--- src/rtl/sitc_pkg.sv ---
// ----------------------------------------------------------------------------
// sitc_pkg: shared types and constants of the spiral index converter
// Field widths, register map, and the command and status bundles that run
// between the controller and the datapath.
// ----------------------------------------------------------------------------
`default_nettype none

package sitc_pkg;

	// field widths
	localparam int unsigned PosW  = 30;
	localparam int unsigned SideW = 15;
	localparam int unsigned RootW = 15;            // floor(sqrt(2^30-1)) < 2^15
	localparam int unsigned RemW  = RootW + 2;     // remainder <= 2*root
	localparam int unsigned OddW  = RootW + 1;     // rounded-up odd root
	localparam int unsigned SqW   = 2 * OddW;

	// largest side used; larger register values are clamped to it
	localparam logic [SideW:0] MaxSide = 16'd32767;

	// one square-root step per result bit
	localparam int unsigned RootSteps = RootW;
	localparam int unsigned CntW      = $clog2(RootSteps);

	// stream payload widths
	localparam int unsigned InDataW  = 32;
	localparam int unsigned OutDataW = 32;

	// register map
	localparam int unsigned AddrW    = 3;
	localparam int unsigned DataW    = 32;
	localparam logic        RegGridSide = 1'b0;   // index taken from paddr[2]

	// controller to datapath
	typedef struct packed {
		logic load_in;     // capture position and clamped side
		logic check;       // range check, clear result, start root
		logic root_step;   // one square-root digit
		logic round;       // round root up to odd, derive ring
		logic square;      // square the odd root
		logic corner;      // ring corners and line/column bounds
		logic select;      // pick the side, form the coordinates
		logic load_out;    // move the result to the output register
	} cmd_t;

	// datapath to controller
	typedef struct packed {
		logic bad;         // position outside the grid
		logic out_free;    // output register can take a result
	} status_t;

endpackage

`default_nettype wire

--- src/rtl/sitc_ctrl.sv ---
// ----------------------------------------------------------------------------
// sitc_ctrl: sequencing controller
// One-hot state machine that steps one request through range check, the
// bit-serial square root, ring derivation, side selection and output.
// ----------------------------------------------------------------------------
`default_nettype none

module sitc_ctrl (
	input  wire               clk,
	input  wire               arst_n,
	input  wire               in_valid,
	output logic              in_ready,
	input  sitc_pkg::status_t status,
	output sitc_pkg::cmd_t    cmd
);

	typedef enum logic [7:0] {
		ST_IDLE   = 8'b0000_0001,
		ST_CHECK  = 8'b0000_0010,
		ST_ROOT   = 8'b0000_0100,
		ST_ROUND  = 8'b0000_1000,
		ST_SQUARE = 8'b0001_0000,
		ST_CORNER = 8'b0010_0000,
		ST_SELECT = 8'b0100_0000,
		ST_OUTPUT = 8'b1000_0000
	} state_t;

	localparam logic [sitc_pkg::CntW-1:0] LastStep =
		sitc_pkg::CntW'(sitc_pkg::RootSteps - 1);

	state_t                    state_q, state_d;
	logic [sitc_pkg::CntW-1:0] cnt_q;

	assign in_ready = (state_q == ST_IDLE);

	// next state and commands
	always_comb begin
		state_d = state_q;
		cmd     = '0;
		case (state_q)
			ST_IDLE: begin
				if (in_valid) begin
					cmd.load_in = 1'b1;
					state_d     = ST_CHECK;
				end
			end
			ST_CHECK: begin
				cmd.check = 1'b1;
				state_d   = status.bad ? ST_OUTPUT : ST_ROOT;
			end
			ST_ROOT: begin
				cmd.root_step = 1'b1;
				if (cnt_q == LastStep)
					state_d = ST_ROUND;
			end
			ST_ROUND: begin
				cmd.round = 1'b1;
				state_d   = ST_SQUARE;
			end
			ST_SQUARE: begin
				cmd.square = 1'b1;
				state_d    = ST_CORNER;
			end
			ST_CORNER: begin
				cmd.corner = 1'b1;
				state_d    = ST_SELECT;
			end
			ST_SELECT: begin
				cmd.select = 1'b1;
				state_d    = ST_OUTPUT;
			end
			ST_OUTPUT: begin
				// hold while the previous result is still unclaimed
				if (status.out_free) begin
					cmd.load_out = 1'b1;
					state_d      = ST_IDLE;
				end
			end
			default: begin
				state_d = ST_IDLE;
			end
		endcase
	end

	// state and root step counter
	always_ff @(posedge clk or negedge arst_n) begin
		if (!arst_n) begin
			state_q <= ST_IDLE;
			cnt_q   <= '0;
		end else begin
			state_q <= state_d;
			if (state_q == ST_ROOT)
				cnt_q <= (cnt_q == LastStep) ? '0 : cnt_q + 1'b1;
			else
				cnt_q <= '0;
		end
	end

endmodule

`default_nettype wire

--- src/rtl/sitc_datapath.sv ---
// ----------------------------------------------------------------------------
// sitc_datapath: arithmetic of the spiral index converter
// Range check, restoring square root one digit per cycle, ring corners,
// side selection, and the output register of the result stream.
// ----------------------------------------------------------------------------
`default_nettype none

module sitc_datapath (
	input  wire                            clk,
	input  wire                            arst_n,
	input  sitc_pkg::cmd_t                 cmd,
	output sitc_pkg::status_t              status,
	input  wire [sitc_pkg::PosW-1:0]       pos_in,
	input  wire [sitc_pkg::SideW-1:0]      grid_side,
	input  wire                            m_tready,
	output logic                           m_tvalid,
	output logic [sitc_pkg::OutDataW-1:0]  m_tdata,
	output logic                           m_tuser
);

	localparam int unsigned PosW  = sitc_pkg::PosW;
	localparam int unsigned SideW = sitc_pkg::SideW;
	localparam int unsigned RootW = sitc_pkg::RootW;
	localparam int unsigned RemW  = sitc_pkg::RemW;
	localparam int unsigned OddW  = sitc_pkg::OddW;
	localparam int unsigned SqW   = sitc_pkg::SqW;

	// working registers
	logic [PosW-1:0]  pos_q;
	logic [PosW-1:0]  rad_q;
	logic [SideW-1:0] side_q;
	logic             bad_q;
	logic [RemW-1:0]  rem_q;
	logic [RootW-1:0] root_q;
	logic [OddW-1:0]  odd_q;
	logic [SideW-1:0] k_q;
	logic [SqW-1:0]   sq_q;
	logic [SqW-1:0]   ul_q, ll_q, lr_q;
	logic [SideW-1:0] lo_q, hi_q;
	logic [SideW-1:0] row_q, col_q;
	logic             out_bad_q;
	logic [SideW-1:0] out_row_q, out_col_q;

	// clamp of the side register
	logic [SideW-1:0] side_clamped;
	assign side_clamped = ({1'b0, grid_side} > sitc_pkg::MaxSide) ?
		sitc_pkg::MaxSide[SideW-1:0] : grid_side;

	// range check
	logic [PosW-1:0] area;
	logic            bad;
	assign area = PosW'(side_q) * PosW'(side_q);
	assign bad  = (pos_q == '0) || (pos_q > area);

	// one restoring square-root digit
	logic [RemW+1:0] rem_shift;
	logic [RemW+1:0] trial;
	logic            take;
	logic [RemW+1:0] rem_diff;
	assign rem_shift = {rem_q, rad_q[PosW-1 -: 2]};
	assign trial     = (RemW+2)'({root_q, 2'b01});
	assign take      = (rem_shift >= trial);
	assign rem_diff  = rem_shift - trial;

	// round up to the next odd root
	logic [OddW-1:0] ceil_root;
	logic [OddW-1:0] odd_root;
	assign ceil_root = {1'b0, root_q} + OddW'(rem_q != '0);
	assign odd_root  = ceil_root | OddW'(1);

	// ring corners: lr = sq-2k, ll = sq-4k, ul = sq-6k
	logic [SqW-1:0]   k2, k4, k6;
	logic [SideW-1:0] center;
	assign k2     = SqW'({k_q, 1'b0});
	assign k4     = SqW'({k_q, 2'b00});
	assign k6     = k2 + k4;
	assign center = (side_q >> 1) + SideW'(side_q[0]);

	// side selection: offsets in 15-bit modular arithmetic, comparisons at full width
	logic [SqW-1:0]   pos_w;
	logic [SideW-1:0] d_ul, d_ll, d_lr, d_sq;
	assign pos_w = SqW'(pos_q);
	assign d_ul  = ul_q[SideW-1:0] - pos_q[SideW-1:0];
	assign d_ll  = ll_q[SideW-1:0] - pos_q[SideW-1:0];
	assign d_lr  = lr_q[SideW-1:0] - pos_q[SideW-1:0];
	assign d_sq  = sq_q[SideW-1:0] - pos_q[SideW-1:0];

	logic [SideW-1:0] row_sel, col_sel;
	always_comb begin
		if (pos_w <= ul_q) begin
			row_sel = hi_q;
			col_sel = lo_q + d_ul;
		end else if (pos_w <= ll_q) begin
			row_sel = lo_q + d_ll;
			col_sel = lo_q;
		end else if (pos_w <= lr_q) begin
			row_sel = lo_q;
			col_sel = hi_q - d_lr;
		end else begin
			row_sel = hi_q - d_sq;
			col_sel = hi_q;
		end
	end

	// payload registers
	always_ff @(posedge clk) begin
		if (cmd.load_in) begin
			pos_q  <= pos_in;
			rad_q  <= pos_in;
			side_q <= side_clamped;
		end
		if (cmd.check) begin
			bad_q  <= bad;
			rem_q  <= '0;
			root_q <= '0;
			row_q  <= '0;
			col_q  <= '0;
		end
		if (cmd.root_step) begin
			rad_q  <= rad_q << 2;
			rem_q  <= take ? RemW'(rem_diff) : RemW'(rem_shift);
			root_q <= {root_q[RootW-2:0], take};
		end
		if (cmd.round) begin
			odd_q <= odd_root;
			k_q   <= odd_root[OddW-1:1];
		end
		if (cmd.square)
			sq_q <= SqW'(odd_q) * SqW'(odd_q);
		if (cmd.corner) begin
			lr_q <= sq_q - k2;
			ll_q <= sq_q - k4;
			ul_q <= sq_q - k6;
			lo_q <= center - k_q;
			hi_q <= center + k_q;
		end
		if (cmd.select) begin
			row_q <= row_sel;
			col_q <= col_sel;
		end
		if (cmd.load_out) begin
			out_row_q <= row_q;
			out_col_q <= col_q;
			out_bad_q <= bad_q;
		end
	end

	// output valid
	always_ff @(posedge clk or negedge arst_n) begin
		if (!arst_n) begin
			m_tvalid <= 1'b0;
		end else begin
			if (cmd.load_out)
				m_tvalid <= 1'b1;
			else if (m_tready)
				m_tvalid <= 1'b0;
		end
	end

	assign m_tdata = sitc_pkg::OutDataW'({out_col_q, out_row_q});
	assign m_tuser = out_bad_q;

	assign status.bad      = bad;
	assign status.out_free = !m_tvalid || m_tready;

endmodule

`default_nettype wire

--- src/rtl/spiral_index_to_coordinate.sv ---
// ----------------------------------------------------------------------------
// spiral_index_to_coordinate: square spiral position to grid line and column
// Usage:
//   Input stream s_*: s_tdata[29:0] carries a one-based spiral position.
//   Output stream m_*: m_tdata carries line (bits 14:0, counted from the
//   bottom) and column (bits 29:15, counted from the left); m_tuser flags a
//   position of zero or beyond side squared, with both coordinates zero.
//   Register grid_side (byte address 0, 15 bits, reset 1) sets the grid side;
//   write it only while no request is in flight.
// Timing:
//   One request is in work at a time; s_tready is high only when idle.
//   An in-range position passes the range check, the digit-serial square root,
//   rounding, squaring, corner, side-select and output steps before it shows
//   on m_tvalid. An out-of-range position goes from the range check straight
//   to the output step. The next request is taken in the cycle after the
//   result moves into the output register.
//   If the receiver stalls, the result waits in the output register and a
//   following request runs up to its output step, then holds.
// Reset: arst_n clears the controller and output valid and sets grid_side 1.
// ----------------------------------------------------------------------------
`default_nettype none

module spiral_index_to_coordinate (
	input  wire                           clk,
	input  wire                           arst_n,
	// input stream
	input  wire                           s_tvalid,
	output logic                          s_tready,
	input  wire [sitc_pkg::InDataW-1:0]   s_tdata,   // [29:0] spiral_position
	// output stream
	output logic                          m_tvalid,
	input  wire                           m_tready,
	output logic [sitc_pkg::OutDataW-1:0] m_tdata,   // [14:0] line_index, [29:15] column_index
	output logic                          m_tuser,   // [0] out_of_range
	// configuration port
	input  wire                           psel,
	input  wire                           penable,
	input  wire                           pwrite,
	input  wire [sitc_pkg::AddrW-1:0]     paddr,
	input  wire [sitc_pkg::DataW-1:0]     pwdata,
	output logic [sitc_pkg::DataW-1:0]    prdata,
	output logic                          pready
);

	sitc_pkg::cmd_t    cmd;
	sitc_pkg::status_t status;

	logic [sitc_pkg::SideW-1:0] grid_side_q;
	logic                       reg_write;

	// configuration register
	assign pready    = 1'b1;
	assign reg_write = psel && penable && pwrite && pready;

	always_ff @(posedge clk or negedge arst_n) begin
		if (!arst_n) begin
			grid_side_q <= sitc_pkg::SideW'(1);
		end else if (reg_write && (paddr[2] == sitc_pkg::RegGridSide)) begin
			grid_side_q <= pwdata[sitc_pkg::SideW-1:0];
		end
	end

	always_comb begin
		prdata = '0;
		if (paddr[2] == sitc_pkg::RegGridSide)
			prdata = sitc_pkg::DataW'(grid_side_q);
	end

	// controller
	sitc_ctrl u_ctrl (
		.clk      (clk),
		.arst_n   (arst_n),
		.in_valid (s_tvalid),
		.in_ready (s_tready),
		.status   (status),
		.cmd      (cmd)
	);

	// datapath
	sitc_datapath u_datapath (
		.clk       (clk),
		.arst_n    (arst_n),
		.cmd       (cmd),
		.status    (status),
		.pos_in    (s_tdata[sitc_pkg::PosW-1:0]),
		.grid_side (grid_side_q),
		.m_tready  (m_tready),
		.m_tvalid  (m_tvalid),
		.m_tdata   (m_tdata),
		.m_tuser   (m_tuser)
	);

	// checks
	a_bad_zero: assert property (@(posedge clk) disable iff (!arst_n)
		m_tvalid && m_tuser |-> m_tdata == '0)
		else $error("flagged result carries nonzero coordinates");

	a_one_at_a_time: assert property (@(posedge clk) disable iff (!arst_n)
		s_tvalid && s_tready |=> !s_tready)
		else $error("second request taken while one is in work");

	a_cfg_write: assert property (@(posedge clk) disable iff (!arst_n)
		reg_write && (paddr[2] == sitc_pkg::RegGridSide) |=>
		grid_side_q == $past(pwdata[sitc_pkg::SideW-1:0]))
		else $error("grid side register not updated by write");

	a_load_free: assert property (@(posedge clk) disable iff (!arst_n)
		cmd.load_out |-> !m_tvalid || m_tready)
		else $error("result overwrote an unclaimed output");

endmodule

`default_nettype wire

--- config.mk ---
export PLATFORM = sky130hd
export DESIGN_NAME = spiral_index_to_coordinate
export DESIGN_NICKNAME = d
export VERILOG_FILES = /design/src/rtl/sitc_pkg.sv /design/src/rtl/sitc_ctrl.sv /design/src/rtl/sitc_datapath.sv /design/src/rtl/spiral_index_to_coordinate.sv
export SDC_FILE = /design/constraint.sdc
export NUM_CORES = 2
export LEC_CHECK = 0
export BUFFER_PORTS_ARGS = -buffer_cell sky130_fd_sc_hd__buf_2
export CORE_ASPECT_RATIO = 0.9
export CORE_UTILIZATION = 60
export DETAILED_ROUTE_END_ITERATION = 16
export PLACE_DENSITY = 0.81
export SLEW_MARGIN = 20
export SYNTH_ARGS = -nofsm -noshare
export SYNTH_HDL_FRONTEND = slang
export SYNTH_SLANG_ARGS = --single-unit
--- constraint.sdc ---
create_clock -name clk -period 15.15 [get_ports clk]
set_input_delay 2.2725 -clock clk [delete_from_list [all_inputs] [get_ports clk]]
set_output_delay 2.2725 -clock clk [all_outputs]
set_load 0.05 [all_outputs]
Word-level counts from Yosys, hierarchy flattened. Cells that the tools add are included.

Register bits: 370.

Add/subtract/negate cells: 18. Multipliers: 2. Order comparisons: 5. Eq/ne operators: 12. Multiplexer cells: 35. Bitwise operators: 1. Reduce and logical (&&, ||, !) cells: 13.

Operators with widths (number): $mux W15 (11); $sub A15 B15 Y15 (7); $le A30 B32 Y1 (3); $pmux W8 S8 (1); $mux W30 (2); $mux W17 (3); $add A15 B15 Y15 (3); $mul A16 B16 Y32 (1); $mux W8 (4); $sub A32 B16 Y32 (1); $sub A32 B17 Y32 (1); $sub A32 B32 Y32 (1); $gt A30 B30 Y1 (1); $logic_not A30 Y1 (1); $mul A15 B15 Y30 (1); $ge A19 B17 Y1 (1); $add A16 B17 Y18 (1); $reduce_bool A17 Y1 (1); $sub A17 B17 Y17 (1); $add A15 B1 Y16 (1); $add A14 B1 Y15 (1); $mux W1 (12); $eq A8 B1 Y1 const B (1); $eq A8 B2 Y1 const B (1); 16 further kinds (25).

Logic depth before layout (Yosys ltp).
Word-level depth: 6. Depth in mapped cells: 35.

By module. From an unflattened synthesis, not the netlist that was laid out.

Cells, all modules: 3932. Area total of the unflattened synthesis: 39360.2 um^2.

By module, submodules not included: sitc_datapath (instances 1, cells an instance 3794, area an instance 37825.0 um^2); spiral_index_to_coordinate (instances 1, cells an instance 68, area an instance 864.6 um^2); sitc_ctrl (instances 1, cells an instance 70, area an instance 670.6 um^2).

Least setup slack after synthesis. Ideal clock, no wire load.

Kind: flip-flop to flip-flop. Start point: register u_ctrl.state_q[1]. End point: register u_ctrl.state_q[0]. Setup time: 0.083 ns. Arrival: 10.653 ns. Data required time: 15.067 ns. Path slack: 4.413 ns. Stages on the path, launching flop included: 8. Clock period less this slack: 10.737 ns. Path through: dfrtp_1 -> nor4_1 -> nand2_1 -> nor3b_1 -> or4_1 -> nor3_1 -> a21oi_1 -> nor2_1.

Word-level cells in the longest chain between the ends: 3. Elaborated cells on any way between the ends: 13.

RTL lines: start, declared (RTL line sitc_ctrl.sv:31) `state_t state_q, state_d;`; start signal, assigned (RTL line sitc_ctrl.sv:91) `state_q <= state_d;`; $eq A8 B3 Y1 (tied with other cells) (RTL line sitc_ctrl.sv:40) `case (state_q)`; $ne A2 B2 Y1 (no line); $reduce_and A3 Y1 (no line).

Several ways; a longest one is shown, not always the timed one. A chain may end at the register's enable or synchronous reset.

Worst setup path in the final report.
Start point: register u_datapath.side_q[3]. End point: register u_ctrl.state_q[2].

Word-level cells in the longest chain between the ends: 5.

RTL lines: start, declared (RTL line sitc_datapath.sv:31) `logic [SideW-1:0] side_q;`; start signal, assigned (RTL line sitc_datapath.sv:110) `side_q <= side_clamped;`; $mul A15 B15 Y30 (RTL line sitc_datapath.sv:52) `assign area = PosW'(side_q) * PosW'(side_q);`; $gt A30 B30 Y1 (RTL line sitc_datapath.sv:53) `assign bad = (pos_q == '0) || (pos_q > area);`; $logic_or A1 B1 Y1 (RTL line sitc_datapath.sv:53); via u_datapath.bad (RTL line sitc_datapath.sv:51) `logic bad;`; $mux W8 (RTL line sitc_ctrl.sv:49) `state_d = status.bad ? ST_OUTPUT : ST_ROOT;`; $pmux W8 S8 (RTL line sitc_ctrl.sv:40).

The timed path passes the listed nets, and every way through them passes these cells.

==> flow_summary.json <==
{
  "synth_cell_types": 88,
  "skew_ns": 0.02125,
  "track_usage_pct": 29.49,
  "crit_arrival_ns": 9.87,
  "via_per_inst": 5.849,
  "ctsHoldBuffers": 0,
  "synthMostInstantiatedCell": "inv_1",
  "cts_buffer_depth": 3,
  "cp-start-kind": "register",
  "maxCapViolCount": 0,
  "syn-instance-count": 3926,
  "synth_common_cells": "inv_1 (725), ha_1 (471), fa_1 (359), edfxtp_1 (332), nor2_1 (274)",
  "crit_family": "adder cells",
  "cts-root-buf": "clkbuf_16",
  "synth_fa_ha_area_share_pct": 33.81,
  "die_h_um": 242.9,
  "port_buffers": 100,
  "crit_path_top_delay_cell": "edfxtp_1",
  "synth_top_area_share_pct": 25.77,
  "yosys_register_bits": 362,
  "final_max_slew_viol_count": 0,
  "muxShareOfSynthArea_pct": 1.507,
  "max_stage_delay_ns": 0.89,
  "core.rowCount": 87,
  "synthToLayoutAreaGrowth_pct": 7.144,
  "synth-compound-area-share_pct": 10.75,
  "finalSetupTns_ns": 0,
  "synthSimpleGateAreaFrac_pct": 11.71,
  "yosysSeqAreaShare_pct": 27.69,
  "htreeDepth": 2,
  "synth_xor_area_share_pct": 6.135,
  "fmax_mhz": 106.4,
  "clk_pin_slew_ns": 0.06,
  "ant_nets": 0,
  "cts_buffers": 40,
  "post_cts_buffers": 0,
  "synth_top_family_by_area": "adder cells",
  "worst_slew_pin_slew_ns": 1.041,
  "diodes": 0,
  "drt-wirelength-per-cell_um": 19.39,
  "synth_edf_count": 332,
  "drc": 0,
  "initial_core_util_pct": 61.17,
  "ys.warnings.count": 0,
  "crit_type": "reg -> reg",
  "drtPass1Iterations": 6,
  "synth-async-reset-ratio_pct": 7.735,
  "grt_pass1_vias": 28752,
  "cp_max_fo": 16,
  "grt_pass1_wl_mm": 151.3,
  "setup-violations-final": 0,
  "ctsResizeCount": 0,
  "avgSynthCellArea_um2": 9.854,
  "vias": 28566,
  "cts_tree": "done",
  "antenna_found_initial": 2,
  "hold_class": "reg -> reg",
  "drive_above_1_share_pct": 6.264,
  "whs_path_depth": 0,
  "finalHoldViolCount": 0,
  "clk_latency_ns": 0.58,
  "synthTopCellsByArea": "edfxtp_1 (26%), fa_1 (19%), ha_1 (15%), inv_1 (7.0%), xnor2_1 (4.0%)",
  "cp.required_ns": 15.63,
  "grt_start_max_net_pins": 77,
  "fin_crit_sh_pct": 62.03,
  "nets": 4913,
  "crit_top_cell": "fa_1",
  "die_x_um": 269.7,
  "io_pins": 142,
  "fin_crit_ns": 9.398,
  "clock-sinks": 362,
  "yosysTopAreaCell": "edfxtp_1",
  "core_area_um2": 63240,
  "synthFlopType": "edfxtp_1",
  "worst-path-buf-inv": 5,
  "rsz0062_at_grt": "no",
  "endpoint_kind": "register",
  "status": "completed",
  "drt_iter0_drc": 2359,
  "hpwl_mm": 74.70,
  "die-area_um2": 65500,
  "reg2reg_depth": 29,
  "gp_congestion": 0.9557,
  "syn_area_um2": 38690,
  "wl_mm": 94.71,
  "overflow": 0,
  "max_slew_margin_pct": 30.58,
  "path_depth": 29
}
worst paths after layout:
check / from / endpoint / slack, ns
max in group asynchronous: arst_n / u_ctrl.state_q[2] / 12.97
min: u_datapath.row_q[7] / u_datapath.out_row_q[7] / 0.42
min in group asynchronous: arst_n / grid_side_q[2] / 1.73
max: u_datapath.side_q[3] / u_ctrl.state_q[2] / 5.75
min reg2reg: u_datapath.row_q[7] / u_datapath.out_row_q[7] / 0.42
max reg2reg: u_datapath.side_q[3] / u_ctrl.state_q[2] / 5.75
cell type report:
cell class / count / area (um^2)
Clock buffer: 50 / 1089
Clock inverter: 22 / 280.3
Fill cell: 4855 / 21790
Inverter: 734 / 2755
Multi-Input combinational cell: 2744 / 24860
Sequential cell: 362 / 10710
Tap cell: 845 / 1057
Timing Repair Buffer: 127 / 703.2
per-stage QoR:
stage	instance area (um^2)	worst slack (ns)	hold WS, ns	cells	utilization (%)
floorplan	38760	4.413	0.4003	3944	-
global placement	40070	6.181	0.4005	4812	63.35
detailed placement	40070	6.018	0.4056	4812	63.35
CTS	41430	5.996	0.4183	4884	65.52
global route	41450	5.466	0.4206	4884	65.54
finish	41450	5.752	0.4167	4884	65.54
routing by layer:
| metal | track usage [%] | vias up | part of all wire, % |
|---|---|---|---|
| met3 | 4.739 | 230 | 8.6 |
| li1 | - | 13348 | - |
| met5 | 0 | - | 0.024 |
| met2 | 46.85 | 1182 | 45 |
| met1 | 40.42 | 13802 | 42 |
| met4 | 12.10 | 4 | 4.2 |
placed cells by master, fill, tap and decap left out, drive strengths merged, types with 12 or more instances in the layout:
cell type / count
inv: 727
ha: 471
fa: 359
edfxtp: 332
nor2: 274
nand2: 239
a21oi: 178
xnor2: 176
buf: 127
o21ai: 114
xor2: 95
nor3: 73
and2: 67
nand3: 64
a21o: 58
a211oi: 56
clkbuf: 50
nor2b: 44
mux2i: 38
nand4: 34
nor4: 31
a22o: 29
o21a: 28
or3: 27
dfrtp: 26
o21bai: 20
conb: 20
a31oi: 20
clkinv: 20
nand2b: 19
mux2: 18
o211ai: 17
and3: 17
or2: 15
o31ai: 14
nor3b: 12
sequential cells by signal (all words and copies together), names as in the netlist, 17 cells and up:
| name | cells |
|---|---|
| u_datapath.pos_q | 30 |
| u_datapath.lr_q | 31 |
| u_datapath.ul_q | 30 |
| u_datapath.sq_q | 30 |
| u_datapath.ll_q | 30 |
| u_datapath.rad_q | 30 |
| u_datapath.rem_q | 17 |
cell families after synthesis:
| group | count (synthesis) |
|---|---|
| compound gates | 623 |
| buf+inv | 838 |
| fa+ha+maj | 830 |
| mux | 56 |
| simple gates | 944 |
| other cells | 2 |
| xor+xnor | 271 |
| flops | 362 |
Power is not shown: default switching activity piles up to over one toggle a cycle in this logic, so the estimate is an artifact.
